[config.mk]
export PLATFORM = sky130hd
export DESIGN_NAME = gregorian_date_arithmetic_top
export DESIGN_NICKNAME = d
export VERILOG_FILES = /design/src/gda_pkg.sv /design/src/gda_to_number.sv /design/src/gda_to_date.sv /design/src/gregorian_date_arithmetic_top.sv
export SDC_FILE = /design/constraint.sdc
export NUM_CORES = 2
export LEC_CHECK = 0
export ABC_AREA = 1
export BUFFER_PORTS_ARGS = -buffer_cell sky130_fd_sc_hd__clkbuf_2
export CORE_MARGIN = 4
export CORE_UTILIZATION = 40
export DETAILED_ROUTE_END_ITERATION = 7
export GPL_TIMING_DRIVEN = 0
export PLACE_DENSITY = 0.58
export SLEW_MARGIN = 20
export SYNTH_ARGS = -nofsm -noshare
export SYNTH_HDL_FRONTEND = slang
export SYNTH_HIERARCHICAL = 1
export SYNTH_SLANG_ARGS = --single-unit
[constraint.sdc]
create_clock -name clock -period 14 [get_ports clock]
set_input_delay 0.7 -clock clock [delete_from_list [all_inputs] [get_ports clock]]
set_output_delay 0.7 -clock clock [all_outputs]
set_load 0.005 [all_outputs]
[src/gda_pkg.sv]
// Package holding the types, constants and calendar functions of the date calculator.
`default_nettype none
package gda_pkg;

   localparam int MaxYear = 9999;

   localparam logic [2:0] MODE_ADD  = 3'd0;
   localparam logic [2:0] MODE_SUB  = 3'd1;
   localparam logic [2:0] MODE_DIFF = 3'd2;
   localparam logic [2:0] MODE_D2N  = 3'd3;
   localparam logic [2:0] MODE_N2D  = 3'd4;

   localparam logic [1:0] ST_OK    = 2'd0;
   localparam logic [1:0] ST_BAD   = 2'd1;
   localparam logic [1:0] ST_RANGE = 2'd2;

   localparam logic [1:0] ORD_EQ    = 2'd0;
   localparam logic [1:0] ORD_LATER = 2'd1;
   localparam logic [1:0] ORD_EARLY = 2'd2;

   localparam int YP = MaxYear - 1;
   localparam logic [22:0] LIMIT =
      23'(365 * YP + YP / 4 - YP / 100 + YP / 400 + 365);

   typedef struct packed {
      logic [2:0]  mode;
      logic [1:0]  status;
      logic [22:0] na;
      logic [22:0] nb;
      logic [21:0] cnt;
   } front_type;

   typedef struct packed {
      logic [1:0]  status;
      logic        have_date;
      logic [22:0] num;
      logic [21:0] count;
      logic [1:0]  order;
   } mid_type;

   typedef struct packed {
      logic [13:0] year;
      logic [3:0]  month;
      logic [4:0]  day;
      logic [21:0] count;
      logic [1:0]  order;
      logic [1:0]  status;
   } res_type;

   // Quotient by 100 of any 14-bit value, by multiplying with 5243 and shifting by 19;
   // the rounding error stays below 0.004, so the quotient is exact over this range.
   function automatic logic [13:0] div100(input logic [13:0] y);
      logic [26:0] prod;
      prod = 27'(y) * 27'd5243;
      return 14'(prod >> 19);
   endfunction

   function automatic logic is_leap(input logic [13:0] y);
      logic [13:0] q;
      logic        cent;
      q = div100(y);
      cent = (y == q * 14'd100);
      return ((y[1:0] == 2'd0) && !cent) || (cent && (q[1:0] == 2'd0));
   endfunction

   function automatic logic [4:0] month_days(input logic [3:0] m, input logic leap);
      case (m)
         4'd2: month_days = leap ? 5'd29 : 5'd28;
         4'd4, 4'd6, 4'd9, 4'd11: month_days = 5'd30;
         default: month_days = 5'd31;
      endcase
   endfunction

   // Days before the first of month m.
   function automatic logic [8:0] days_before(input logic [3:0] m, input logic leap);
      logic [8:0] t;
      case (m)
         4'd1: t = 9'd0;    4'd2: t = 9'd31;   4'd3: t = 9'd59;
         4'd4: t = 9'd90;   4'd5: t = 9'd120;  4'd6: t = 9'd151;
         4'd7: t = 9'd181;  4'd8: t = 9'd212;  4'd9: t = 9'd243;
         4'd10: t = 9'd273; 4'd11: t = 9'd304; default: t = 9'd334;
      endcase
      return t + 9'((leap && m > 4'd2) ? 1 : 0);
   endfunction

   function automatic logic date_ok(input logic [13:0] y, input logic [3:0] m,
                                    input logic [4:0] d);
      logic l;
      l = is_leap(y);
      return y >= 14'd1 && y <= 14'(MaxYear) && m >= 4'd1 && m <= 4'd12 &&
             d >= 5'd1 && d <= month_days(m, l);
   endfunction

endpackage
`default_nettype wire

[src/gda_to_number.sv]
// Conversion of both dates to day numbers over one register stage, with validity checks.
`default_nettype none
module gda_to_number
   import gda_pkg::*;
(
   input  wire logic        clock,
   input  wire logic        advance,
   input  wire logic [2:0]  mode,
   input  wire logic [13:0] year_a,
   input  wire logic [3:0]  month_a,
   input  wire logic [4:0]  day_a,
   input  wire logic [13:0] year_b,
   input  wire logic [3:0]  month_b,
   input  wire logic [4:0]  day_b,
   input  wire logic [21:0] day_count,
   output front_type        front
);

   logic [2:0]  mode_ff;
   logic [1:0]  status_ff, status_in;
   logic [21:0] cnt_ff;
   logic [22:0] ya_ff, yb_ff;
   logic [9:0]  ra_ff, rb_ff;
   logic [22:0] ya_in, yb_in;
   logic [9:0]  ra_in, rb_in;
   logic        oka, okb;

   // The whole years before year y as days: 365p + p/4 - p/100 + p/400.
   function automatic logic [22:0] year_days(input logic [13:0] y);
      logic [13:0] p;
      logic [13:0] q;
      p = y - 14'd1;
      q = div100(p);
      return 23'(p) * 23'd365 + 23'(p >> 2) - 23'(q) + 23'(q >> 2);
   endfunction

   always_comb begin
      oka = date_ok(year_a, month_a, day_a);
      okb = date_ok(year_b, month_b, day_b);
      ya_in = year_days(year_a);
      yb_in = year_days(year_b);
      ra_in = 10'(days_before(month_a, is_leap(year_a))) + 10'(day_a);
      rb_in = 10'(days_before(month_b, is_leap(year_b))) + 10'(day_b);
      status_in = ST_OK;
      case (mode)
         MODE_ADD, MODE_SUB, MODE_D2N: if (!oka) status_in = ST_BAD;
         MODE_DIFF: if (!oka || !okb) status_in = ST_BAD;
         MODE_N2D: status_in = ST_OK;
         default: status_in = ST_BAD;
      endcase
   end

   always_ff @(posedge clock) begin
      if (advance) begin
         mode_ff <= mode;
         status_ff <= status_in;
         cnt_ff <= day_count;
         ya_ff <= ya_in;
         yb_ff <= yb_in;
         ra_ff <= ra_in;
         rb_ff <= rb_in;
      end
   end

   assign front.mode = mode_ff;
   assign front.status = status_ff;
   assign front.na = ya_ff + 23'(ra_ff);
   assign front.nb = yb_ff + 23'(rb_ff);
   assign front.cnt = cnt_ff;

endmodule
`default_nettype wire

[src/gda_to_date.sv]
// Conversion of a day number back to a date over three register stages.
`default_nettype none
module gda_to_date
   import gda_pkg::*;
(
   input  wire logic  clock,
   input  wire logic  advance,
   input  wire mid_type mid,
   output res_type    res
);

   // Stage A: 400- and 100-year blocks.
   logic [1:0]  sta_ff;
   logic        hda_ff;
   logic [21:0] cnta_ff;
   logic [1:0]  orda_ff;
   logic [13:0] yba_ff;
   logic [15:0] ra_ff;
   logic [22:0] z;
   logic [45:0] q400_prod;
   logic [5:0]  q400;
   logic [17:0] r400;
   logic [1:0]  c;
   logic [15:0] r100;

   // The quotient by 146097 comes from a reciprocal multiplication (scaled by 2^40);
   // it is exact for every day number up to the last day of the last year.
   always_comb begin
      z = mid.num - 23'd1;
      q400_prod = 46'(z) * 46'd7525902;
      q400 = 6'(q400_prod >> 40);
      r400 = 18'(z - 23'(q400) * 23'd146097);
      if (r400 >= 18'd109572) c = 2'd3;
      else if (r400 >= 18'd73048) c = 2'd2;
      else if (r400 >= 18'd36524) c = 2'd1;
      else c = 2'd0;
      r100 = 16'(r400 - 18'(c) * 18'd36524);
   end

   // Stage B: 4-year blocks and single years.
   logic [1:0]  stb_ff;
   logic        hdb_ff;
   logic [21:0] cntb_ff;
   logic [1:0]  ordb_ff;
   logic [13:0] ybb_ff;
   logic [8:0]  rb_ff;
   logic [31:0] q4_prod;
   logic [4:0]  q4;
   logic [10:0] r4;
   logic [1:0]  y1;
   logic [13:0] yb_in;

   // The quotient by 1461 is a reciprocal multiplication scaled by 2^26.
   always_comb begin
      q4_prod = 32'(ra_ff) * 32'd45934;
      q4 = 5'(q4_prod >> 26);
      r4 = 11'(ra_ff - 16'(q4) * 16'd1461);
      if (r4 >= 11'd1095) y1 = 2'd3;
      else if (r4 >= 11'd730) y1 = 2'd2;
      else if (r4 >= 11'd365) y1 = 2'd1;
      else y1 = 2'd0;
      yb_in = yba_ff + 14'(q4) * 14'd4 + 14'(y1) + 14'd1;
   end

   always_ff @(posedge clock) begin
      if (advance) begin
         sta_ff <= mid.status; hda_ff <= mid.have_date;
         cnta_ff <= mid.count; orda_ff <= mid.order;
         yba_ff <= 14'(q400) * 14'd400 + 14'(c) * 14'd100;
         ra_ff <= r100;
         stb_ff <= sta_ff; hdb_ff <= hda_ff;
         cntb_ff <= cnta_ff; ordb_ff <= orda_ff;
         ybb_ff <= yb_in;
         rb_ff <= 9'(r4 - 11'(y1) * 11'd365);
      end
   end

   // Stage C: month search against the cumulative table.
   logic        leap;
   logic [3:0]  mo;
   logic [8:0]  month_start;
   res_type     res_in;

   always_comb begin
      leap = is_leap(ybb_ff);
      mo = 4'd1;
      for (int i = 2; i <= 12; i++) begin
         if (rb_ff >= days_before(4'(i), leap)) mo = 4'(i);
      end
      month_start = days_before(mo, leap);
      res_in.status = stb_ff;
      res_in.count = cntb_ff;
      res_in.order = ordb_ff;
      if (hdb_ff && stb_ff == ST_OK) begin
         res_in.year = ybb_ff;
         res_in.month = mo;
         res_in.day = 5'(rb_ff - month_start) + 5'd1;
      end else begin
         res_in.year = '0;
         res_in.month = '0;
         res_in.day = '0;
      end
   end

   res_type res_ff;
   always_ff @(posedge clock) begin
      if (advance) res_ff <= res_in;
   end
   assign res = res_ff;

endmodule
`default_nettype wire

[src/gregorian_date_arithmetic_top.sv]
// Top level of the pipelined proleptic Gregorian date calculator.
// The block takes one beat per cycle while req_stall is low and returns one
// result beat per request, in order. There are five register stages: one to
// turn the dates into day numbers, one for the add, subtract or compare, three
// to turn a day number back into a date. The whole pipeline advances together
// when the result register is free or being taken, so a stall on rsp_stall
// holds every stage and loses nothing; req_stall is simply that hold. Modes 0
// and 1 add or subtract day_count, mode 2 gives the distance and order of two
// dates, mode 3 gives the day number of a date (0001-01-01 is day one) and
// mode 4 the date of a day number. An invalid date gives status 1, a result
// outside years 1 to 9999 gives status 2, and any error clears every other
// field.
`default_nettype none
module gregorian_date_arithmetic_top
   import gda_pkg::*;
(
   input  wire logic        clock,
   input  wire logic        reset,
   input  wire logic        req_valid,
   output logic             req_stall,
   input  wire logic [2:0]  req_mode,
   input  wire logic [13:0] req_year_a,
   input  wire logic [3:0]  req_month_a,
   input  wire logic [4:0]  req_day_a,
   input  wire logic [13:0] req_year_b,
   input  wire logic [3:0]  req_month_b,
   input  wire logic [4:0]  req_day_b,
   input  wire logic [21:0] req_day_count,
   output logic             rsp_valid,
   input  wire logic        rsp_stall,
   output logic [13:0]      rsp_res_year,
   output logic [3:0]       rsp_res_month,
   output logic [4:0]       rsp_res_day,
   output logic [21:0]      rsp_res_count,
   output logic [1:0]       rsp_order,
   output logic [1:0]       rsp_status
);

   localparam int Depth = 5;

   logic            advance;
   logic [Depth-1:0] valid_ff, valid_in;
   front_type       front;
   mid_type         mid_ff, mid_in;
   res_type         res;

   // The pipeline moves whenever the last stage is empty or being taken.
   assign advance = !valid_ff[Depth-1] || !rsp_stall;
   assign req_stall = !advance;
   assign valid_in = {valid_ff[Depth-2:0], req_valid};

   always_ff @(posedge clock) begin
      if (reset) begin
         valid_ff <= '0;
      end else if (advance) begin
         valid_ff <= valid_in;
      end
   end

   gda_to_number u_num (
      .clock(clock), .advance(advance), .mode(req_mode),
      .year_a(req_year_a), .month_a(req_month_a), .day_a(req_day_a),
      .year_b(req_year_b), .month_b(req_month_b), .day_b(req_day_b),
      .day_count(req_day_count), .front(front)
   );

   // Middle stage: the day-number arithmetic and range checks.
   always_comb begin
      mid_in.status = front.status;
      mid_in.have_date = 1'b0;
      mid_in.num = 23'd1;
      mid_in.count = '0;
      mid_in.order = ORD_EQ;
      if (front.status == ST_OK) begin
         case (front.mode)
            MODE_ADD: begin
               if (front.na + 23'(front.cnt) > LIMIT) mid_in.status = ST_RANGE;
               else begin
                  mid_in.have_date = 1'b1;
                  mid_in.num = front.na + 23'(front.cnt);
               end
            end
            MODE_SUB: begin
               if (23'(front.cnt) >= front.na) mid_in.status = ST_RANGE;
               else begin
                  mid_in.have_date = 1'b1;
                  mid_in.num = front.na - 23'(front.cnt);
               end
            end
            MODE_DIFF: begin
               if (front.na > front.nb) begin
                  mid_in.count = 22'(front.na - front.nb);
                  mid_in.order = ORD_LATER;
               end else if (front.na < front.nb) begin
                  mid_in.count = 22'(front.nb - front.na);
                  mid_in.order = ORD_EARLY;
               end
            end
            MODE_D2N: mid_in.count = 22'(front.na);
            MODE_N2D: begin
               if (front.cnt == 22'd0 || 23'(front.cnt) > LIMIT) mid_in.status = ST_RANGE;
               else begin
                  mid_in.have_date = 1'b1;
                  mid_in.num = 23'(front.cnt);
               end
            end
            default: mid_in.status = ST_BAD;
         endcase
      end
   end

   always_ff @(posedge clock) begin
      if (advance) mid_ff <= mid_in;
   end

   gda_to_date u_date (.clock(clock), .advance(advance), .mid(mid_ff), .res(res));

   assign rsp_valid = valid_ff[Depth-1];
   assign rsp_res_year = res.year;
   assign rsp_res_month = res.month;
   assign rsp_res_day = res.day;
   assign rsp_res_count = res.count;
   assign rsp_order = res.order;
   assign rsp_status = res.status;

   a_err_clear: assert property (@(posedge clock) disable iff (reset)
      rsp_valid && rsp_status != ST_OK |-> rsp_res_year == 14'd0 && rsp_res_count == 22'd0)
      else $error("error result carries data");
   a_stall_hold: assert property (@(posedge clock) disable iff (reset)
      rsp_valid && rsp_stall |=> rsp_valid && $stable(rsp_res_count))
      else $error("stalled result changed");
   a_pass: assert property (@(posedge clock) disable iff (reset)
      req_valid && !req_stall |=> valid_ff[0])
      else $error("accepted beat lost");

endmodule
`default_nettype wire
==> metrics <==
final core occ=about 45%; final hold viol count=0; via count=50.5k; fraction of layout cells with a size suffix above 1=under 10%; routability cong.=a little under 1; Layout Nets=10.2k; Tcrit/Tclk final=98.1%; status=finished, final reports clean; clock sink total=301; average routed wire per standard cell=16.9 µm; Final Skew=26.8 ps; hpwl dp=150000 µm; post-place setup slack=-2580 ps; crit path DAT=14090 ps; initial antenna violation count=5; Inst Count DP=a little over 10k; Hold Path End=u_num/cnt_ff[21]; hold depth=1; Top FF cell, synth=edfxtp_1; Fmax=between 70 and 80 MHz; CTS H-tree lvls=2; WS Path Type=register to register; area delta synth->final=11.4%; R2R Setup Slk=270 ps; I/O Buffers=124; CP peak stage delay=540 ps; first-pass GRT wire length=approximately 280000 µm; initial core utilization=around 40%; TritonCTS clock tree=done; Slowest-stage cell, CP=fa_1; drt initial violations=2541; Worst setup SP type=register; critical path data required time=14350 ps; Clk pin slew, worst setup/hold paths=60 ps; core area=0.166 mm²; Ports=126; Synth Cell Area=0.0668 mm²; Slew Viols, Final=0; Post-Syn Instances=7729; CP Max Fanout=6; sequential fraction of the synthesis area=between 10% and 20%; Post-Layout Cell Count=approximately 10k; Chip Height=~420 µm; All-Layer GR Usage=19.9%; Synth async-reset ratio=0%; Yosys warnings=6; reg2reg path depth=78; fin crit period=13730 ps; clk_lat worst skew=just over 600 ps; post-route ant nets=0; MaxCap Viol Count=0; Crit Reg-Reg Startpoint=mid_ff[24]; Hold Path Origin=req_day_count[21]; Worst Hold Class=primary input to register; drt via density=4.93; First-pass DRT Iterations=6; library cells used by synthesis=78; endpoint class of the critical path=register; FF-to-FF End=u_date/ra_ff[14]; Row Count=149; remaining global-route overflow=0; slew at the pin with the worst max-slew slack=1230 ps; Worst Setup Slack, final=266 ps; total CTS buffers=38; setup violators final=0; syn avg cell area=just under 9 µm²; EDFF count, synth=296; # DRC=0; Relative slew margins=17.6%; die footprint=0.174 mm²; Post-Route WL=173000 µm; vias in the first global route=52.9k; largest net degree at the start of global routing=63; Root Buffer=clkbuf_16; Clock Path Buffers=3; die width=417 µm; CP dominant cell by count=inv_2; synthesized flop and latch total=301
[worst max-delay path by stage]
stage                     from          endpoint  slack, ps
floorplan           mid_ff[24]  u_date/ra_ff[15]        310
global placement    mid_ff[24]  u_date/ra_ff[15]      -2620
detailed placement  mid_ff[24]  u_date/ra_ff[15]      -2580
CTS                 mid_ff[24]  u_date/ra_ff[15]        -20
global route        mid_ff[24]  u_date/ra_ff[14]       -290
finish              mid_ff[24]  u_date/ra_ff[14]        270
[cell usage in the layout, fill, tap and decap left out, drive strengths merged, types with 6 or more instances in the layout]
| master | netlist | routed |
|---|---|---|
| buf | 31 | 144 |
| nand4 | 67 | 67 |
| o22ai | 14 | 14 |
| nor4 | 31 | 31 |
| clkbuf | 24 | 189 |
| xor2 | 260 | 260 |
| a21oi | 424 | 424 |
| nor2 | 415 | 415 |
| a21o | 46 | 46 |
| a21boi | 10 | 10 |
| edfxtp | 296 | 296 |
| o2111ai | 6 | 6 |
| fa | 794 | 794 |
| nand3 | 263 | 263 |
| nor3 | 45 | 45 |
| bufinv | 0 | 8 |
| and2 | 10 | 10 |
| inv | 2020 | 2017 |
| o32ai | 8 | 8 |
| o31ai | 11 | 11 |
| a22oi | 23 | 23 |
| ha | 1365 | 1365 |
| clkinv | 2 | 18 |
| o211ai | 25 | 25 |
| clkinvlp | 0 | 8 |
| or2 | 20 | 20 |
| a221oi | 6 | 6 |
| nand3b | 15 | 15 |
| o21bai | 40 | 40 |
| o21a | 16 | 16 |
| xnor2 | 130 | 130 |
| and3 | 6 | 6 |
| a31oi | 46 | 46 |
| o21ai | 216 | 216 |
| nand2 | 995 | 995 |
| a211oi | 13 | 13 |
[kinds of logic after synthesis]
family | share of synthesized area, %
adder cells (fa/ha/maj) | 49.4
AND/OR/NAND/NOR | 12.1
AO/OA/AOI/OAI | 8.07
other | 0.00561
flip-flops | 13.5
buffers and inverters | 11.9
XOR/XNOR | 5.21
[cell type report]
type / count / area [µm²]
Inverter: 2022 / 7640
Fill cell: 16000 / 91100
Tap cell: 2189 / 2740
Sequential cell: 301 / 8990
Clock buffer: 41 / 962
Timing Repair Buffer: 237 / 1640
Multi-Input combinational cell: 5353 / 51700
Buffer: 55 / 323
Antenna cell: 4 / 10.0
Clock inverter: 29 / 425
[cell usage after synthesis (67+ instances only)]
library cell	count	area, µm²
a21oi_1	418	2090
edfxtp_1	296	8890
fa_1	794	15900
ha_1	1365	17100
inv_1	2008	7540
nand2_1	968	3630
nand3_1	247	1240
nand4_1	67	419
nor2_1	400	1500
o21ai_0	194	971
xnor2_1	129	1130
xor2_1	258	2260
[state kept, by name, summed over array words and instances, names as in the netlist, 12 cells and up]
| register | count |
|---|---|
| mid_ff | 50 |
| u_date/res | 49 |
| u_num/ya_ff | 23 |
| u_num/yb_ff | 23 |
| u_date/cnta_ff | 22 |
| u_date/cntb_ff | 22 |
| u_num/cnt_ff | 22 |
| u_date/ra_ff | 16 |
| u_date/ybb_ff | 14 |
| u_date/yba_ff | 12 |
[layer usage]
metal | up-vias | share of wire (%) | track usage, %
li1 | 25100 | - | -
met1 | 24200 | 42 | 24.8
met2 | 911 | 51 | 36.3
met3 | 246 | 3.2 | 1.61
met4 | 2 | 3.9 | 6.75
met5 | - | 0.012 | 0
[critical path: cells and delay by family, from the launching register on]
family                     cells  cell delay [ps]
buffers and inverters         21             1840
DFF                            1              510
xor gates and xnor gates       3              590
adders and majority gates     15             5800
AOI/OAI and AO/OA             15             2090
and+or+nand+nor               24             2650
[timing repair]
action | 4_1_cts | 5_1_grt
setup endpoints to repair | 24 | 14
setup buffers | 34 | 71
resized for setup | 100 | 246
pin swaps | 24 | 156
hold buffers | 0 | 0
[stage by stage]
stage          setup TNS, ps  hold WS (ps)  instance area, µm²
2_1_floorplan              0           400               66800
3_3_place_gp          -38150           404               70200
3_5_place_dp          -35920           405               70400
4_1_cts                -31.9           213               72600
5_1_grt                 -950           229               74400
6_report                   0           267               74400
Power is not shown: default switching activity piles up to over one toggle a cycle in this logic, so the estimate is an artifact.
